===== src/hdl/ptb_pkg.sv =====
// ----------------------------------------------------------------------------
// ptb_pkg: shared types and constants of the periodic timer bank
// Slot count, time width, operation codes and the queue entry format.
// ----------------------------------------------------------------------------
package ptb_pkg;

  localparam int unsigned TimerSlots = 16;
  localparam int unsigned TimeBits   = 32;
  localparam int unsigned SlotBits   = (TimerSlots > 1) ? $clog2(TimerSlots) : 1;
  localparam int unsigned QueueDepth = 2;

  typedef enum logic [2:0] {
    OP_TICK   = 3'd0,
    OP_CREATE = 3'd1,
    OP_DELETE = 3'd2,
    OP_START  = 3'd3,
    OP_STOP   = 3'd4,
    OP_RESET  = 3'd5,
    OP_BAD6   = 3'd6,
    OP_BAD7   = 3'd7
  } op_e;

  typedef enum logic [1:0] {
    ST_IDLE,
    ST_SCAN,
    ST_OPER
  } bk_state_e;

  // One classified item as it travels from the front part to the back part.
  typedef struct packed {
    op_e                 op;
    logic [3:0]          slot;
    logic                slot_ok;
    logic [TimeBits-1:0] now;
    logic [TimeBits-1:0] fd;
    logic [TimeBits-1:0] per;
    logic                start;
  } cmd_t;

endpackage


===== src/hdl/ptb_front.sv =====
// ----------------------------------------------------------------------------
// ptb_front: input stage and command queue
// Registers incoming items, checks the slot range and queues them.
// ----------------------------------------------------------------------------
module ptb_front
  import ptb_pkg::*;
(
  input  logic        clk_i,
  input  logic        rst_ni,
  input  logic        in_valid_i,
  output logic        in_stall_o,
  input  logic [2:0]  op_i,
  input  logic [3:0]  slot_i,
  input  logic [31:0] now_ms_i,
  input  logic [31:0] first_delay_ms_i,
  input  logic [31:0] period_ms_i,
  input  logic        start_now_i,
  output logic        cmd_valid_o,
  output cmd_t        cmd_o,
  input  logic        cmd_pop_i
);

  localparam int unsigned PtrBits = $clog2(QueueDepth);

  cmd_t               mem_q [QueueDepth];
  logic [PtrBits-1:0] wr_q, rd_q;
  logic [PtrBits:0]   cnt_q;
  logic               push;
  cmd_t               cmd_in;

  assign in_stall_o  = (cnt_q == (PtrBits+1)'(QueueDepth)) ? 1'b1 : 1'b0;
  assign push        = in_valid_i && !in_stall_o;
  assign cmd_valid_o = (cnt_q != '0);
  assign cmd_o       = mem_q[rd_q];

  always_comb begin
    cmd_in.op      = op_e'(op_i);
    cmd_in.slot    = slot_i;
    cmd_in.slot_ok = ({28'd0, slot_i} < 32'(TimerSlots));
    cmd_in.now     = TimeBits'(now_ms_i);
    cmd_in.fd      = TimeBits'(first_delay_ms_i);
    cmd_in.per     = TimeBits'(period_ms_i);
    cmd_in.start   = start_now_i;
  end

  always_ff @(posedge clk_i) begin
    if (push) begin
      mem_q[wr_q] <= cmd_in;
    end
  end

  always_ff @(posedge clk_i or negedge rst_ni) begin
    if (!rst_ni) begin
      wr_q  <= '0;
      rd_q  <= '0;
      cnt_q <= '0;
    end else begin
      if (push) begin
        wr_q <= (wr_q == PtrBits'(QueueDepth - 1)) ? '0 : wr_q + 1'b1;
      end
      if (cmd_pop_i) begin
        rd_q <= (rd_q == PtrBits'(QueueDepth - 1)) ? '0 : rd_q + 1'b1;
      end
      cnt_q <= cnt_q + (PtrBits+1)'(push) - (PtrBits+1)'(cmd_pop_i);
    end
  end

endmodule


===== src/hdl/ptb_back.sv =====
// ----------------------------------------------------------------------------
// ptb_back: slot store and sequencer
// Runs one item at a time; ticks scan one slot per cycle unless stalled.
// ----------------------------------------------------------------------------
module ptb_back
  import ptb_pkg::*;
(
  input  logic        clk_i,
  input  logic        rst_ni,
  input  logic        cmd_valid_i,
  input  cmd_t        cmd_i,
  output logic        cmd_pop_o,
  output logic        out_valid_o,
  input  logic        out_stall_i,
  output logic        kind_o,
  output logic [3:0]  slot_id_o,
  output logic        ok_o,
  output logic        last_o
);

  logic [TimerSlots-1:0] in_use_q, en_q, fired_q;
  logic [TimeBits-1:0]   fd_q  [TimerSlots];
  logic [TimeBits-1:0]   per_q [TimerSlots];
  logic [TimeBits-1:0]   due_q [TimerSlots];

  bk_state_e           state_q, state_d;
  logic [SlotBits:0]   idx_q;
  logic [SlotBits-1:0] s;
  // Pending expiry held back until a later one (or end of scan) sets last.
  logic                pend_q;
  logic [3:0]          pend_id_q;

  logic                ov_q, okr_q, kind_q, last_q;
  logic [3:0]          id_q;
  logic                out_free;
  logic                fire;
  logic                scan_end;
  logic                emit;
  logic [SlotBits-1:0] free_idx;
  logic                free_any;
  logic [SlotBits-1:0] tgt;

  assign out_valid_o = ov_q;
  assign kind_o      = kind_q;
  assign slot_id_o   = id_q;
  assign ok_o        = okr_q;
  assign last_o      = last_q;
  assign out_free    = !ov_q || !out_stall_i;

  assign s        = idx_q[SlotBits-1:0];
  assign tgt      = SlotBits'(cmd_i.slot);
  assign scan_end = (idx_q == (SlotBits+1)'(TimerSlots));
  assign fire     = !scan_end && in_use_q[s] && en_q[s]
                    && !(fired_q[s] && per_q[s] == '0) && (due_q[s] <= cmd_i.now);
  // A new result item is loaded into the output register this cycle.
  assign emit     = ((state_q == ST_OPER) && out_free)
                    || ((state_q == ST_SCAN) && pend_q && out_free && (scan_end || fire));

  always_comb begin
    free_idx = '0;
    free_any = 1'b0;
    for (int i = TimerSlots - 1; i >= 0; i--) begin
      if (!in_use_q[i]) begin
        free_idx = SlotBits'(i);
        free_any = 1'b1;
      end
    end
  end

  always_comb begin
    state_d = state_q;
    unique case (state_q)
      ST_IDLE: begin
        if (cmd_valid_i) begin
          state_d = (cmd_i.op == OP_TICK) ? ST_SCAN : ST_OPER;
        end
      end
      ST_SCAN: begin
        if (scan_end && (!pend_q || out_free)) begin
          state_d = ST_IDLE;
        end
      end
      ST_OPER: begin
        if (out_free) begin
          state_d = ST_IDLE;
        end
      end
      default: state_d = ST_IDLE;
    endcase
  end

  always_comb begin
    cmd_pop_o = 1'b0;
    unique case (state_q)
      ST_SCAN: cmd_pop_o = scan_end && (!pend_q || out_free);
      ST_OPER: cmd_pop_o = out_free;
      default: cmd_pop_o = 1'b0;
    endcase
  end

  always_ff @(posedge clk_i or negedge rst_ni) begin
    if (!rst_ni) begin
      state_q  <= ST_IDLE;
      in_use_q <= '0;
      en_q     <= '0;
      fired_q  <= '0;
      idx_q    <= '0;
      pend_q   <= 1'b0;
      ov_q     <= 1'b0;
    end else begin
      state_q <= state_d;
      ov_q    <= emit || (ov_q && out_stall_i);
      unique case (state_q)
        ST_IDLE: begin
          idx_q  <= '0;
          pend_q <= 1'b0;
        end
        ST_SCAN: begin
          if (scan_end) begin
            if (pend_q && out_free) begin
              kind_q <= 1'b0;
              id_q   <= pend_id_q;
              okr_q  <= 1'b1;
              last_q <= 1'b1;
              pend_q <= 1'b0;
            end
          end else if (!fire) begin
            idx_q <= idx_q + 1'b1;
          end else if (!pend_q || out_free) begin
            if (pend_q) begin
              kind_q <= 1'b0;
              id_q   <= pend_id_q;
              okr_q  <= 1'b1;
              last_q <= 1'b0;
            end
            pend_q    <= 1'b1;
            pend_id_q <= 4'(s);
            fired_q[s] <= 1'b1;
            due_q[s]   <= due_q[s] + per_q[s];
            idx_q      <= idx_q + 1'b1;
          end
        end
        ST_OPER: begin
          if (out_free) begin
            kind_q <= 1'b1;
            last_q <= 1'b1;
            if (cmd_i.op == OP_CREATE) begin
              okr_q <= free_any;
              id_q  <= free_any ? 4'(free_idx) : 4'd0;
              if (free_any) begin
                in_use_q[free_idx] <= 1'b1;
                en_q[free_idx]     <= cmd_i.start;
                fired_q[free_idx]  <= 1'b0;
                fd_q[free_idx]     <= cmd_i.fd;
                per_q[free_idx]    <= cmd_i.per;
                due_q[free_idx]    <= cmd_i.now + cmd_i.fd;
              end
            end else begin
              id_q <= cmd_i.slot;
              if (cmd_i.slot_ok && in_use_q[tgt] && cmd_i.op != OP_BAD6
                  && cmd_i.op != OP_BAD7) begin
                okr_q       <= 1'b1;
                fired_q[tgt] <= 1'b0;
                unique case (cmd_i.op)
                  OP_DELETE: begin
                    in_use_q[tgt] <= 1'b0;
                    en_q[tgt]     <= 1'b0;
                  end
                  OP_START: begin
                    en_q[tgt]  <= 1'b1;
                    due_q[tgt] <= cmd_i.now + fd_q[tgt];
                  end
                  OP_STOP: begin
                    en_q[tgt]  <= 1'b0;
                    due_q[tgt] <= cmd_i.now + fd_q[tgt];
                  end
                  default: begin
                    en_q[tgt]  <= cmd_i.start;
                    fd_q[tgt]  <= cmd_i.fd;
                    per_q[tgt] <= cmd_i.per;
                    due_q[tgt] <= cmd_i.now + cmd_i.fd;
                  end
                endcase
              end else begin
                okr_q <= 1'b0;
              end
            end
          end
        end
        default: ;
      endcase
    end
  end

endmodule


===== src/hdl/periodic_timer_bank_unit.sv =====
// ----------------------------------------------------------------------------
// periodic_timer_bank_unit: bank of one-shot and periodic timer slots
// Top level joining the command queue front end and the slot sequencer.
// ----------------------------------------------------------------------------
// Usage: the input channel (in_valid_i / in_stall_o) carries one item per
// operation: a tick, create, delete, start, stop or reset, each with the
// current time now_ms_i. The output channel (out_valid_o / out_stall_i)
// returns result items: one acknowledge per operation, or one expiry per
// slot that fires on a tick, the final one flagged with last_o.
// Items enter a two-entry queue, so the sender keeps going while the back
// end works. An operation's acknowledge is loaded into the result register
// from the operate state. A tick scans every slot, one per cycle while the
// receiver does not stall, so it occupies the sequencer for the whole bank.
// The scan is the throughput limit for ticks.
// When the receiver stalls, the result register holds and the scan waits
// at the next firing slot; nothing is dropped.
// Reset clears the queue and all in-use, enable and fired flags at once;
// no clearing pass is needed.
module periodic_timer_bank_unit
  import ptb_pkg::*;
(
  input  logic        clk_i,
  input  logic        rst_ni,
  input  logic        in_valid_i,
  output logic        in_stall_o,
  input  logic [2:0]  op_i,
  input  logic [3:0]  slot_i,
  input  logic [31:0] now_ms_i,
  input  logic [31:0] first_delay_ms_i,
  input  logic [31:0] period_ms_i,
  input  logic        start_now_i,
  output logic        out_valid_o,
  input  logic        out_stall_i,
  output logic        kind_o,
  output logic [3:0]  slot_id_o,
  output logic        ok_o,
  output logic        last_o
);

  logic cmd_valid;
  logic cmd_pop;
  cmd_t cmd;

  // Front end: registers items into the queue.
  ptb_front u_front (
    .clk_i,
    .rst_ni,
    .in_valid_i,
    .in_stall_o,
    .op_i,
    .slot_i,
    .now_ms_i,
    .first_delay_ms_i,
    .period_ms_i,
    .start_now_i,
    .cmd_valid_o (cmd_valid),
    .cmd_o       (cmd),
    .cmd_pop_i   (cmd_pop)
  );

  // Back end: owns the slot store and produces every result item.
  ptb_back u_back (
    .clk_i,
    .rst_ni,
    .cmd_valid_i (cmd_valid),
    .cmd_i       (cmd),
    .cmd_pop_o   (cmd_pop),
    .out_valid_o,
    .out_stall_i,
    .kind_o,
    .slot_id_o,
    .ok_o,
    .last_o
  );

endmodule


===== config.mk =====
export PLATFORM = sky130hd
export DESIGN_NAME = periodic_timer_bank_unit
export DESIGN_NICKNAME = d
export VERILOG_FILES = /design/src/hdl/ptb_pkg.sv /design/src/hdl/ptb_front.sv /design/src/hdl/ptb_back.sv /design/src/hdl/periodic_timer_bank_unit.sv
export SDC_FILE = /design/constraint.sdc
export NUM_CORES = 2
export LEC_CHECK = 0
export ABC_AREA = 1
export BUFFER_PORTS_ARGS = -buffer_cell sky130_fd_sc_hd__buf_2
export CAP_MARGIN = 5
export CORE_ASPECT_RATIO = 0.9
export CORE_UTILIZATION = 55
export CTS_CLUSTER_DIAMETER = 100
export DETAILED_ROUTE_END_ITERATION = 10
export GPL_TIMING_DRIVEN = 0
export MAX_ROUTING_LAYER = met4
export PLACE_DENSITY = 0.8
export SLEW_MARGIN = 20
export SYNTH_ARGS = -nofsm -noshare
export SYNTH_HDL_FRONTEND = slang
export SYNTH_SLANG_ARGS = --single-unit

===== constraint.sdc =====
create_clock -name clk_i -period 16.8 [get_ports clk_i]
set_clock_uncertainty 0.15 [all_clocks]
set_input_delay 1.68 -clock clk_i [delete_from_list [all_inputs] [get_ports clk_i]]
set_output_delay 1.68 -clock clk_i [all_outputs]
set_load 0.05 [all_outputs]

==> results.md <==
* CP max FO at 17
* Postcts setup bufs at 0
* DIE HEIGHT at about 360 microns
* Largest net degree at the start of global routing at 34
* Distinct cells, synth at 60
* Mapped cell area at between 0.07 and 0.08 sq mm
* Hold Fails Final Rpt at 0
* FF+latch count, synth at between 1500 and 2000
* Main synth FF type: edfxtp_1
* Synth async-reset ratio at 0.0336
* Post-place setup slack at approximately 9200 ps
* Initial Util at 0.555
* # hold bufs at CTS at 0
* Largest family of logic cells by synthesized area: simple AND/OR/NAND/NOR gates
* Area leader, netlist: edfxtp_1
* Grt ovf at 0
* P per Cell Area at roughly 220 mW/mm^2
* YS warnings at 0
* DRT Pass-1 Iters at 9
* WP data required at 17180 ps
* Xor and xnor area share after synthesis at 0.00632
* Area contributors post-synth: edfxtp_1 (67%), nand2_1 (7.3%), o21ai_0 (4.4%)
* Antenna-violating nets left at 0
* Syn Inst Count at 6932
* Worst-Margin Slew at 1230 ps
* Initial antenna violation count at 6
* Synthesis-to-finish area growth at 14.1%
* Number of synthesized flops with an enable pin at around 1800
* Synthesized area per cell at 11.4 sq um
* Setup slack after layout at approximately 8800 ps
* Clk pin slew, worst setup/hold paths at about 60 ps
* DRT iter0 DRCs at just over 10000
* Post-DP HPWL at approximately 190000 microns
* IO buf count at 116
* Full die area at between 0.1 and 0.15 sq mm
* H-tree depth at 4
* DRT Wirelength at approximately 260000 microns
* CTS resizes at 0
* Final net count at 7575
* HP Class: reg2reg
* Post-synthesis simple-gate area fraction at 0.138
* Post-route design area at 0.0900 sq mm
* Setup TNS at 0 ps
* Clk sinks at 1816
* Layout cells sized above 1 at 0.0984
* Mux share of post-synthesis cell area at 0.000127
* Die Width at between 400 and 500 microns
* Slew Limit Headroom at 0.172
* Critical path type: reg2reg
* LEAKAGE at 33.1 nW
* Inst Count DP at 9017
* First-pass GRT wire length at ~380000 microns
* Dpl cell area at approximately 0.084 sq mm
* Sequential share of the synthesized area at 0.687
* Critical Path Sink Type: flop
* Vias in the first global route at 56200
* Drt wl/cell at 28.4 microns
* Worst path arrival time at around 8400 ps
* Worst-Skew Late Latency at 860 ps
* Startpoint Class: flop
* CTS tree: built
* Crit share post-route at 0.479
* Top-count cell post-synth: edfxtp_1
* RePlAce Congestion at 1.00
* Max-Cap Viols at 0
* Syn nets at a little over 7000
* Vias at around 60000
* Worst VDD drop at between 0.15 and 0.2 mV
* Minimum clock period after layout at between 8000 and 9000 ps
* Outcome: completed
* Row cnt at ~130
* Max clock buf depth at 3
* Top cells by count, synth: edfxtp_1 (1755), nand2_1 (1529), nor2_1 (774)
* RSZ-0062 raised after global routing: no
* Final Max Slew Viols at 0
* IO Count at 117
* GRT Util Overall at 0.371
* Max Clk Rate at about 120 MHz
* Root buffer cell: clkbuf_16
* Final setup fails at 0
* Area share of the largest cell type after synthesis at 0.668
* Number of remaining DRC errors at 0
* Cts bufs inserted at about 170
* Non-filler instance count after layout at approximately 9300
* Post-synthesis adder-cell area fraction at 0.0220
* Core area at 0.142 sq mm
* Vias/cell at roughly 6.4
* Synth Area in Compound Gates at 0.105
==> power breakdown <==
| group | total [mW] | switching, mW | internal, mW |
|---|---|---|---|
| Sequential | 6.71 | 0.0800 | 6.63 |
| Clock | 3.87 | 1.75 | 2.12 |
| Combinational | 8.88 | 6.63 | 2.25 |
==> worst max-delay path: stages, from the launching register on <==
cell	delay, ps
dfrtp_1	670
buf_2	360
buf_2	250
buf_4	260
buf_4	290
buf_2	380
clkbuf_1	530
clkbuf_1	510
o21ai_0	250
o22ai_1	260
nand2_1	130
nand4_1	330
ha_1	330
a21oi_1	140
o21ai_0	100
nand2_1	60
o211ai_1	90
a21oi_1	530
nand2_1	160
a21oi_2	160
nand2_2	180
inv_2	140
nand2_2	100
nand2_4	130
inv_1	180
nor2_4	730
buf_16	270
==> through the flow <==
step           utilization  hold WS, ps  total power, mW
5_1_grt              0.634          331             20.1
2_1_floorplan            -          274             11.7
3_5_place_dp         0.594          297             15.3
6_report             0.634          327             19.5
3_3_place_gp         0.576          286             14.8
4_1_cts              0.633          317             19.1
==> kinds of logic (layout without fill, tap and decap cells) <==
logic type,count (synthesis),after routing
and+or+nand+nor,2688,2688
DFF,1816,1816
AOI/OAI and AO/OA,1449,1449
buffers and inverters,784,1325
adders and majority gates,137,137
xor gates and xnor gates,57,57
muxes,1,1
other,0,7
==> area by class of cell <==
type,count,area [sq um]
repair buffers,223,2800
plain buffers,329,1590
flip-flops and latches,1816,54200
clock buffers,221,4540
diodes,7,17.5
multi-input cells,4332,21800
clock inverters,97,1060
inverters,455,1710
well taps,1862,2330
fillers,10300,52100
==> layer usage <==
layer  track usage  vias to the layer above  share of wire
li1              -                    25400              -
met1         0.495                    28600           0.37
met2         0.544                     5105           0.44
met3        0.0799                      884           0.14
met4         0.177                        0          0.055
met5             -                        -              0
==> registers in the layout, indices dropped and copies added, names as in the netlist <==
register / flops
u_back.kind_o: 1
u_back.pend_q: 1
u_back.out_valid_o: 1
u_front.wr_q: 1
u_back.fd_q: 512
u_front.cnt_q: 2
u_front.mem_q: 208
u_back.fired_q: 16
u_back.en_q: 16
u_back.idx_q: 5
u_back.last_o: 1
u_back.due_q: 512
u_back.pend_id_q: 4
u_back.per_q: 512
u_back.slot_id_o: 4
u_front.rd_q: 1
u_back.ok_o: 1
u_back.in_use_q: 16
u_back.state_q: 2
==> cell usage in the layout, fill, tap and decap left out, types with 10 or more instances in the layout <==
cell / instances
o21ai_1: 40
o21ai_0: 690
inv_2: 20
clkbuf_1: 205
inv_1: 432
dfrtp_1: 61
clkbuf_16: 174
nor2_1: 740
xnor2_1: 24
buf_16: 37
nand4_1: 71
o21bai_1: 17
clkinv_1: 49
nand2_2: 12
nand3_1: 210
edfxtp_1: 1755
xor2_1: 33
clkinv_16: 10
buf_6: 23
o22ai_1: 387
ha_1: 134
o221ai_2: 11
a21o_1: 19
nor2_4: 37
bufinv_16: 12
buf_4: 39
nor3_1: 19
o21a_1: 15
buf_12: 51
nand2_1: 1529
a21oi_1: 163
o211ai_1: 23
a31oi_1: 16
buf_2: 210
clkinv_2: 18
buf_1: 27
o2111a_1: 31
or2_2: 32
==> worst paths after layout <==
kind,startpoint,end,slack (ps),cells past startpoint
min in group asynchronous,rst_ni,u_back.en_q[5]$_DFFE_PN0P_,670,1
hold reg to reg,u_back.idx_q[3]$_DFFE_PN0P_,u_back.pend_id_q[3]$_DFFE_PP_,330,0
hold / removal,u_back.idx_q[3]$_DFFE_PN0P_,u_back.pend_id_q[3]$_DFFE_PP_,330,0
setup reg to reg,u_back.idx_q[1]$_DFFE_PN0P_,u_back.due_q[8][29]$_DFFE_PP_,8750,26
setup / recovery,u_back.idx_q[1]$_DFFE_PN0P_,u_back.due_q[8][29]$_DFFE_PP_,8750,26
max in group asynchronous,rst_ni,u_back.idx_q[2]$_DFFE_PN0P_,15260,2
(Power assumes the default switching activity.)
